`config.mk`:
```
export PLATFORM = sky130hd
export DESIGN_NAME = radio_link_receive_parser
export DESIGN_NICKNAME = d
export VERILOG_FILES = /design/src/design/rlrp_pkg.sv /design/src/design/rlrp_parser.sv /design/src/design/rlrp_out.sv /design/src/design/radio_link_receive_parser.sv
export SDC_FILE = /design/constraint.sdc
export NUM_CORES = 1
export LEC_CHECK = 0
export ABC_AREA = 1
export BUFFER_PORTS_ARGS = -buffer_cell sky130_fd_sc_hd__buf_2
export CAP_MARGIN = 20
export CORE_MARGIN = 2
export CORE_UTILIZATION = 55
export DETAILED_ROUTE_END_ITERATION = 10
export PLACE_DENSITY = 0.74
export SETUP_SLACK_MARGIN = 0.02
export SLEW_MARGIN = 20
export SYNTH_ARGS = -nofsm -noshare
export SYNTH_HDL_FRONTEND = slang
export SYNTH_HIERARCHICAL = 1
export SYNTH_SLANG_ARGS = --single-unit
```
`constraint.sdc`:
```
create_clock -name clk -period 10.5 [get_ports clk]
set_clock_uncertainty 0.05 [all_clocks]
set_input_delay 1.575 -clock clk [delete_from_list [all_inputs] [get_ports clk]]
set_output_delay 1.575 -clock clk [all_outputs]
set_load 0.01 [all_outputs]
```
`src/design/rlrp_pkg.sv`:
```
// ----------------------------------------------------------------------------
// rlrp_pkg
// Shared types and constants of the radio link receive parser.
// ----------------------------------------------------------------------------
package rlrp_pkg;

  // Bytes with a meaning of their own on the link.
  localparam logic [7:0] CH_STX   = 8'h02;
  localparam logic [7:0] CH_ACK   = 8'h06;
  localparam logic [7:0] CH_NAK   = 8'h15;
  localparam logic [7:0] CH_QUERY = 8'h53;

  // Frame command bytes.
  localparam logic [7:0] CMD_ACTIVE  = 8'h55;
  localparam logic [7:0] CMD_STANDBY = 8'h52;
  localparam logic [7:0] CMD_SWAP    = 8'h43;
  localparam logic [7:0] CMD_SETFREQ = 8'h5A;
  localparam logic [7:0] CMD_VOLUME  = 8'h41;

  // Frame lengths in bytes, STX included.
  localparam int FREQ_HDR_LEN = 5;
  localparam logic [3:0] SETFREQ_LEN = 4'd14;
  localparam logic [3:0] VOLUME_LEN  = 4'd6;

  localparam int NAME_LEN_DEFAULT = 8;
  localparam int NAME_BYTES_MAX   = 8;

  localparam int EVENT_W = 3;
  localparam int FREQ_W  = 18;
  localparam int NAME_W  = 8 * NAME_BYTES_MAX;

  typedef enum logic [EVENT_W-1:0] {
    EV_ACK     = 3'd0,
    EV_NAK     = 3'd1,
    EV_QUERY   = 3'd2,
    EV_ACTIVE  = 3'd3,
    EV_STANDBY = 3'd4,
    EV_SWAP    = 3'd5,
    EV_OTHER   = 3'd6,
    EV_CKSUM   = 3'd7
  } evt_t;

  typedef struct packed {
    evt_t              evt;
    logic [FREQ_W-1:0] freq_khz;
    logic [NAME_W-1:0] name;
  } result_t;

endpackage

```
`src/design/rlrp_parser.sv`:
```
// ----------------------------------------------------------------------------
// rlrp_parser
// Deframing state machine: consumes one byte per transfer and produces at
// most one result for it in the same cycle.
// ----------------------------------------------------------------------------
module rlrp_parser #(
  parameter int NAME_LEN = rlrp_pkg::NAME_LEN_DEFAULT
) (
  input  logic              clk,
  input  logic              rst,
  input  logic              take,
  input  logic [7:0]        rx_byte,
  output logic              push,
  output rlrp_pkg::result_t res
);

  typedef enum logic [1:0] {
    PH_IDLE = 2'd0,
    PH_CMD  = 2'd1,
    PH_BODY = 2'd2
  } phase_t;

  localparam logic [3:0] FREQ_LEN = 4'(rlrp_pkg::FREQ_HDR_LEN + NAME_LEN);
  localparam logic [3:0] NAME_END = 4'(4 + NAME_LEN);

  phase_t      phase, phase_next;
  logic [7:0]  frame_command, frame_command_next;
  logic [3:0]  byte_count, byte_count_next;
  logic [3:0]  frame_length, frame_length_next;
  logic [7:0]  mega_hertz, mega_hertz_next;
  logic [7:0]  step_code, step_code_next;
  logic [7:0]  name_bytes [rlrp_pkg::NAME_BYTES_MAX];
  logic        name_we;
  logic [2:0]  name_idx;

  logic        is_freq;
  logic        is_last;
  logic [rlrp_pkg::FREQ_W-1:0] khz;
  logic [rlrp_pkg::NAME_W-1:0] name_flat;

  assign is_freq = (frame_command == rlrp_pkg::CMD_ACTIVE) ||
                   (frame_command == rlrp_pkg::CMD_STANDBY);
  assign is_last = ({1'b0, byte_count} + 5'd1) >= {1'b0, frame_length};
  assign name_idx = 3'(byte_count - 4'd4);

  assign khz = {10'd0, mega_hertz} * 18'd1000 + {10'd0, step_code} * 18'd5;

  always_comb begin
    for (int i = 0; i < rlrp_pkg::NAME_BYTES_MAX; i++) begin
      name_flat[8*i +: 8] = name_bytes[i];
    end
  end

  always_comb begin
    phase_next         = phase;
    frame_command_next = frame_command;
    byte_count_next    = byte_count;
    frame_length_next  = frame_length;
    mega_hertz_next    = mega_hertz;
    step_code_next     = step_code;
    name_we            = 1'b0;
    push               = 1'b0;
    res.evt            = rlrp_pkg::EV_OTHER;
    res.freq_khz       = '0;
    res.name           = '0;

    unique case (phase)
      PH_IDLE: begin
        priority if (rx_byte == rlrp_pkg::CH_STX) begin
          phase_next      = PH_CMD;
          byte_count_next = 4'd1;
        end else if (rx_byte == rlrp_pkg::CH_QUERY) begin
          push    = 1'b1;
          res.evt = rlrp_pkg::EV_QUERY;
        end else if (rx_byte == rlrp_pkg::CH_ACK) begin
          push    = 1'b1;
          res.evt = rlrp_pkg::EV_ACK;
        end else if (rx_byte == rlrp_pkg::CH_NAK) begin
          push    = 1'b1;
          res.evt = rlrp_pkg::EV_NAK;
        end else begin
          push    = 1'b1;
          res.evt = rlrp_pkg::EV_OTHER;
        end
      end

      PH_CMD: begin
        frame_command_next = rx_byte;
        byte_count_next    = 4'd2;
        mega_hertz_next    = '0;
        step_code_next     = '0;
        phase_next         = PH_BODY;
        priority if (rx_byte == rlrp_pkg::CMD_ACTIVE ||
                     rx_byte == rlrp_pkg::CMD_STANDBY) begin
          frame_length_next = FREQ_LEN;
        end else if (rx_byte == rlrp_pkg::CMD_SETFREQ) begin
          frame_length_next = rlrp_pkg::SETFREQ_LEN;
        end else if (rx_byte == rlrp_pkg::CMD_VOLUME) begin
          frame_length_next = rlrp_pkg::VOLUME_LEN;
        end else begin
          // Two-byte frame: done as soon as the command arrives.
          phase_next        = PH_IDLE;
          byte_count_next   = 4'd0;
          frame_length_next = 4'd0;
          push              = 1'b1;
          res.evt           = (rx_byte == rlrp_pkg::CMD_SWAP) ?
                              rlrp_pkg::EV_SWAP : rlrp_pkg::EV_OTHER;
        end
      end

      PH_BODY: begin
        byte_count_next = byte_count + 4'd1;
        if (is_freq && !is_last) begin
          if (byte_count == 4'd2) begin
            mega_hertz_next = rx_byte;
          end
          if (byte_count == 4'd3) begin
            step_code_next = rx_byte;
          end
          if (byte_count >= 4'd4 && byte_count < NAME_END) begin
            name_we = 1'b1;
          end
        end
        if (is_last) begin
          phase_next      = PH_IDLE;
          byte_count_next = 4'd0;
          push            = 1'b1;
          priority if (!is_freq) begin
            res.evt = rlrp_pkg::EV_OTHER;
          end else if (rx_byte != (mega_hertz ^ step_code)) begin
            res.evt = rlrp_pkg::EV_CKSUM;
          end else begin
            res.evt      = (frame_command == rlrp_pkg::CMD_ACTIVE) ?
                           rlrp_pkg::EV_ACTIVE : rlrp_pkg::EV_STANDBY;
            res.freq_khz = khz;
            res.name     = name_flat;
          end
        end
      end

      default: begin
        phase_next      = PH_IDLE;
        byte_count_next = 4'd0;
      end
    endcase

    push = push && take;
  end

  always_ff @(posedge clk) begin
    if (rst) begin
      phase         <= PH_IDLE;
      frame_command <= '0;
      byte_count    <= '0;
      frame_length  <= '0;
      mega_hertz    <= '0;
      step_code     <= '0;
      for (int i = 0; i < rlrp_pkg::NAME_BYTES_MAX; i++) begin
        name_bytes[i] <= '0;
      end
    end else if (take) begin
      phase         <= phase_next;
      frame_command <= frame_command_next;
      byte_count    <= byte_count_next;
      frame_length  <= frame_length_next;
      mega_hertz    <= mega_hertz_next;
      step_code     <= step_code_next;
      // The name is cleared when a new command opens a frame.
      if (phase == PH_CMD) begin
        for (int i = 0; i < rlrp_pkg::NAME_BYTES_MAX; i++) begin
          name_bytes[i] <= '0;
        end
      end else if (name_we) begin
        name_bytes[name_idx] <= rx_byte;
      end
    end
  end

`ifndef SYNTH
  a_idle_count: assert property (@(posedge clk) disable iff (rst)
    (phase == PH_IDLE) |-> (byte_count == 4'd0))
    else $error("byte count not cleared outside a frame");

  a_body_in_range: assert property (@(posedge clk) disable iff (rst)
    (phase == PH_BODY) |-> (byte_count >= 4'd2 && byte_count < frame_length))
    else $error("frame position ran past the frame length");

  a_body_end: assert property (@(posedge clk) disable iff (rst)
    (take && phase == PH_BODY && is_last) |=> (phase == PH_IDLE))
    else $error("frame did not close after its last byte");
`endif

endmodule

```
`src/design/rlrp_out.sv`:
```
// ----------------------------------------------------------------------------
// rlrp_out
// Result register with a skid stage, so that the parser keeps taking bytes
// while a finished result waits on the output.
// ----------------------------------------------------------------------------
module rlrp_out (
  input  logic              clk,
  input  logic              rst,
  input  logic              push,
  input  rlrp_pkg::result_t res,
  output logic              space,
  output logic              out_valid,
  input  logic              out_ready,
  output rlrp_pkg::result_t out_res
);

  logic              skid_valid;
  rlrp_pkg::result_t skid_res;

  assign space = !skid_valid;

  always_ff @(posedge clk) begin
    if (rst) begin
      out_valid  <= 1'b0;
      skid_valid <= 1'b0;
    end else if (out_ready || !out_valid) begin
      if (skid_valid) begin
        out_valid  <= 1'b1;
        skid_valid <= 1'b0;
      end else begin
        out_valid <= push;
      end
    end else if (push) begin
      skid_valid <= 1'b1;
    end
  end

  always_ff @(posedge clk) begin
    if (out_ready || !out_valid) begin
      out_res <= skid_valid ? skid_res : res;
    end else if (push) begin
      skid_res <= res;
    end
  end

`ifndef SYNTH
  a_skid_behind_main: assert property (@(posedge clk) disable iff (rst)
    skid_valid |-> out_valid)
    else $error("skid stage holds a result while the output is empty");

  a_skid_fill: assert property (@(posedge clk) disable iff (rst)
    (push && out_valid && !out_ready) |=> skid_valid)
    else $error("result lost while the output was stalled");

  a_skid_drain: assert property (@(posedge clk) disable iff (rst)
    (skid_valid && out_ready) |=> (out_valid && !skid_valid))
    else $error("skid stage did not move to the output");
`endif

endmodule

```
`src/design/radio_link_receive_parser.sv`:
```
// ----------------------------------------------------------------------------
// radio_link_receive_parser
// Deframes the byte stream from a radio control unit into link events.
//
//   channel | direction | payload                                | handshake
//   --------+-----------+----------------------------------------+----------
//   in      | input     | rx_byte                                | valid/ready
//   out     | output    | event_res, freq_khz, label_chars       | valid/ready
//
// One byte is taken per cycle while in_ready is high. The result of a message
// is registered in the result register, or in the skid stage while the output
// stalls; the parser state and these two registers set the byte rate.
// Reset is synchronous and clears the parser to idle and empties the output.
// in_ready drops only while both the result register and the skid stage are
// full, so a stalled output stops input after two pending results.
// ----------------------------------------------------------------------------
module radio_link_receive_parser #(
  parameter int NAME_LEN = rlrp_pkg::NAME_LEN_DEFAULT
) (
  input  logic                             clk,
  input  logic                             rst,
  input  logic                             in_valid,
  output logic                             in_ready,
  input  logic [7:0]                       rx_byte,
  output logic                             out_valid,
  input  logic                             out_ready,
  output logic [rlrp_pkg::EVENT_W-1:0]     event_res,
  output logic [rlrp_pkg::FREQ_W-1:0]      freq_khz,
  output logic [rlrp_pkg::NAME_W-1:0]      label_chars
);

  logic              take;
  logic              push;
  logic              space;
  rlrp_pkg::result_t res;
  rlrp_pkg::result_t out_res;

  assign in_ready = space;
  assign take     = in_valid && space;

  rlrp_parser #(
    .NAME_LEN (NAME_LEN)
  ) u_parser (
    .clk     (clk),
    .rst     (rst),
    .take    (take),
    .rx_byte (rx_byte),
    .push    (push),
    .res     (res)
  );

  rlrp_out u_out (
    .clk       (clk),
    .rst       (rst),
    .push      (push),
    .res       (res),
    .space     (space),
    .out_valid (out_valid),
    .out_ready (out_ready),
    .out_res   (out_res)
  );

  assign event_res   = out_res.evt;
  assign freq_khz    = out_res.freq_khz;
  assign label_chars = out_res.name;

endmodule
```
==> results_dict.tcl <==
set metrics [dict create \
    maxCapViolCount 0 \
    ctsResizeCount 0 \
    place.gp.congestion 0.9443 \
    required_ps 10730 \
    ir_drop_mv 0.1137 \
    clkTransAtPathRegs_ps 60 \
    syn_to_final_growth_pct 11.09 \
    relSlewSlack_pct 32.17 \
    cp_cell_sequence "fa_1, xor2_1, ha_1, fa_1, inv_1, fa_1, inv_1, ha_1, inv_1, xor2_1, ha_1, ha_1, nand2_1, inv_1, nand4_1, nand3_1, nand2_1, nand2_1, inv_1, nor2_1, xnor2_1, nor2_1, nand2_1, nand2_1" \
    ys_seq_elements 270 \
    fmax_mhz 192.3 \
    rsz0062_at_grt "false" \
    tritoncts "built" \
    dp_hpwl_mm 18.24 \
    drc 0 \
    clock_latency_ps 530 \
    syn_nets 1508 \
    critical_path.top_delay_family "adder cells" \
    cts_post_setup_buffers_inserted 0 \
    diodes 0 \
    dpl.cell_count 1791 \
    worst_slew_pin_slew_ps 1017 \
    p_per_area_nw_per_um2 158.7 \
    start_util_pct 55.90 \
    io_pins 99 \
    fin_crit_sh_pct 49.51 \
    regArea_sq_um 7749 \
    tns_ps 0 \
    holdBufCountCts 0 \
    cts_htree_levels 1 \
    crit_arrival_ps 5430 \
    critPathLaunchType "flip-flop" \
    setup_viol 0 \
    cts_buffers 27 \
    multi_input_area_sq_um 4836 \
    vias 9228 \
    cp-end-kind "flip-flop" \
    avgViaCountPerCell 5.015 \
    grt_pass1_wl_mm 43.61 \
    layout_min_cycle_time_ps 5199 \
    die_height_microns 161.2 \
    stdcell_count 1840 \
    ys_seq_area_share_pct 56.99 \
    hold_viol 0 \
    gr-usage-all-layers_pct 20.68 \
    grt_max_degree 89 \
    cellLeakagePower_nw 7.234 \
    slowest_stage "fa_1" \
    avgRoutedWirePerCell_microns 14.25 \
    io_buffers 98 \
    worstSetupPathType "reg -> reg" \
    fillerInstances 1938 \
    utilization_pct 62.10 \
    netlist_area_sq_um 13600 \
    hp-class "reg -> reg" \
    overflow 0 \
    slew_violations 0 \
    cpPeakStageDelay_ps 530 \
    syn_area_per_cell_sq_um 9.663 \
    clkSinkCount 270 \
    firstDrtPassIters 5 \
    antenna_found_initial 0 \
    drive_gt1_share_pct 11.61 \
    critPathBufInv 5 \
    cts_root_buf "clkbuf_16" \
    dieArea_sq_um 25990 \
    die_w_microns 161.2 \
    critical_path.max_fanout 7 \
    nets 1597 \
    core_area_sq_um 24320 \
    whs_ps 458.7 \
    clk_path_buf_depth 3 \
    synth_cell_types 35 \
    rows 57 \
    drtIter0Drc 913 \
    status "finished, final reports clean" \
    grt_pass1_vias 8833 \
    drt-total-wl_mm 26.22 \
    yosys_warnings 6 \
    netlist_instances 1407 \
    antenna_left 0 \
]
-- worst min-delay path, delay by kind of cell (launching register included) --
| kind | cells | cell delay [ps] |
|---|---|---|
| flops | 1 | 330 |
| compound gates | 1 | 100 |
| buf+inv | 1 | 50 |
-- cell families after synthesis --
logic type / count (synthesis) / synth area share (%)
simple gates: 700 / 21.07
flops: 270 / 56.99
buf+inv: 249 / 7.556
fa+ha+maj: 89 / 9.737
compound gates: 67 / 2.586
xor+xnor: 32 / 2.061
-- power by group --
group          internal, mW  switching, mW
Combinational        0.0936          0.196
Clock                 0.487          0.383
Sequential             1.22         0.0218
-- registers in the layout, indices dropped and copies added, names as in the netlist --
register	count
u_parser/frame_length	4
u_parser/frame_command	8
u_out/out_res	85
u_out/out_valid	1
u_parser/step_code	8
u_parser/byte_count	4
u_parser/mega_hertz	8
u_parser/name_bytes	64
u_out/skid_valid	1
u_out/skid_res	85
u_parser/phase	2
-- cell usage in the layout, fill, tap and decap left out, types with 2 or more instances in the layout --
master / n
nor3_1: 6
buf_4: 6
nand2_2: 9
nand3_1: 34
nand2_1: 416
edfxtp_1: 234
nand4_1: 16
xnor2_1: 15
inv_2: 2
or2_2: 2
clkbuf_1: 4
clkbuf_8: 2
a21oi_1: 37
clkinv_2: 5
clkinv_1: 8
dfxtp_1: 35
clkbuf_16: 27
inv_1: 201
ha_1: 61
nor2_1: 196
nor3_2: 2
clkinv_4: 2
inv_6: 2
nor2_4: 14
xor2_1: 17
buf_2: 98
fa_1: 28
o21ai_0: 23
and2_1: 2
-- metrics by stage --
stage	setup WS [ps]	total power, mW	cell area [sq um]
after floorplan	2608	1.467	13600
after global placement	5430	1.541	14300
after detailed placement	5321	1.549	14300
after CTS	5303	2.414	15100
after global routing	4872	2.500	15100
final	5301	2.397	15100
-- synth_stat cells --
cell type	number	area, sq um
nand2_1	417	1565
edfxtp_1	234	7027
inv_1	201	754.5
nor2_1	197	739.5
ha_1	61	763.2
a21oi_1	37	185.2
dfxtp_1	36	720.7
nand3_1	34	170.2
fa_1	28	560.5
o21ai_0	23	115.1
buf_2	20	100.1
xor2_1	17	148.9
nand4_1	16	100.1
clkbuf_1	15	56.30
xnor2_1	15	131.4
nor2_4	13	146.4
nand2_2	9	56.30
buf_6	7	78.83
nor3_1	6	30.03
and2_1	2	12.51
clkinv_1	2	7.510
inv_2	2	7.510
nor3_2	2	20.02
or2_2	2	12.51
a211oi_1	1	7.510
a21boi_0	1	7.510
a31o_2	1	8.760
a31oi_1	1	6.260
and3_1	1	6.260
buf_4	1	7.510
buf_8	1	15.01
nor4_1	1	6.260
o211ai_1	1	7.510
o21ai_1	1	5.000
o21ai_2	1	8.760
-- layout make-up --
class,count,area share [%]
sequential,270,51.30
clock inverter,16,0.5965
tap,324,2.684
timing repair buffer,104,3.546
inverter,205,5.095
multi-input combinational,888,32.02
clock buffer,33,4.755
-- path summary, 6_finish.rpt --
path,from,endpoint,slack (ps),cells after the start
min reg2reg,u_parser/frame_length[3]$_SDFFE_PP0P_,u_parser/frame_length[3]$_SDFFE_PP0P_,460,2
min,u_parser/frame_length[3]$_SDFFE_PP0P_,u_parser/frame_length[3]$_SDFFE_PP0P_,460,2
max reg2reg,u_parser/mega_hertz[1]$_SDFFE_PP0P_,u_out/out_res[78]$_DFFE_PP_,5300,24
max,u_parser/mega_hertz[1]$_SDFFE_PP0P_,u_out/out_res[78]$_DFFE_PP_,5300,24
-- routing by layer --
metal	up-vias	GRT usage, %	share of wire (%)
met5	-	0	0
met3	44	2.465	6.1
met1	4278	29.87	45
met4	0	5.966	2.4
li1	4633	-	-
met2	273	33.42	47
No activity file was read; power rests on OpenSTA's default activity.
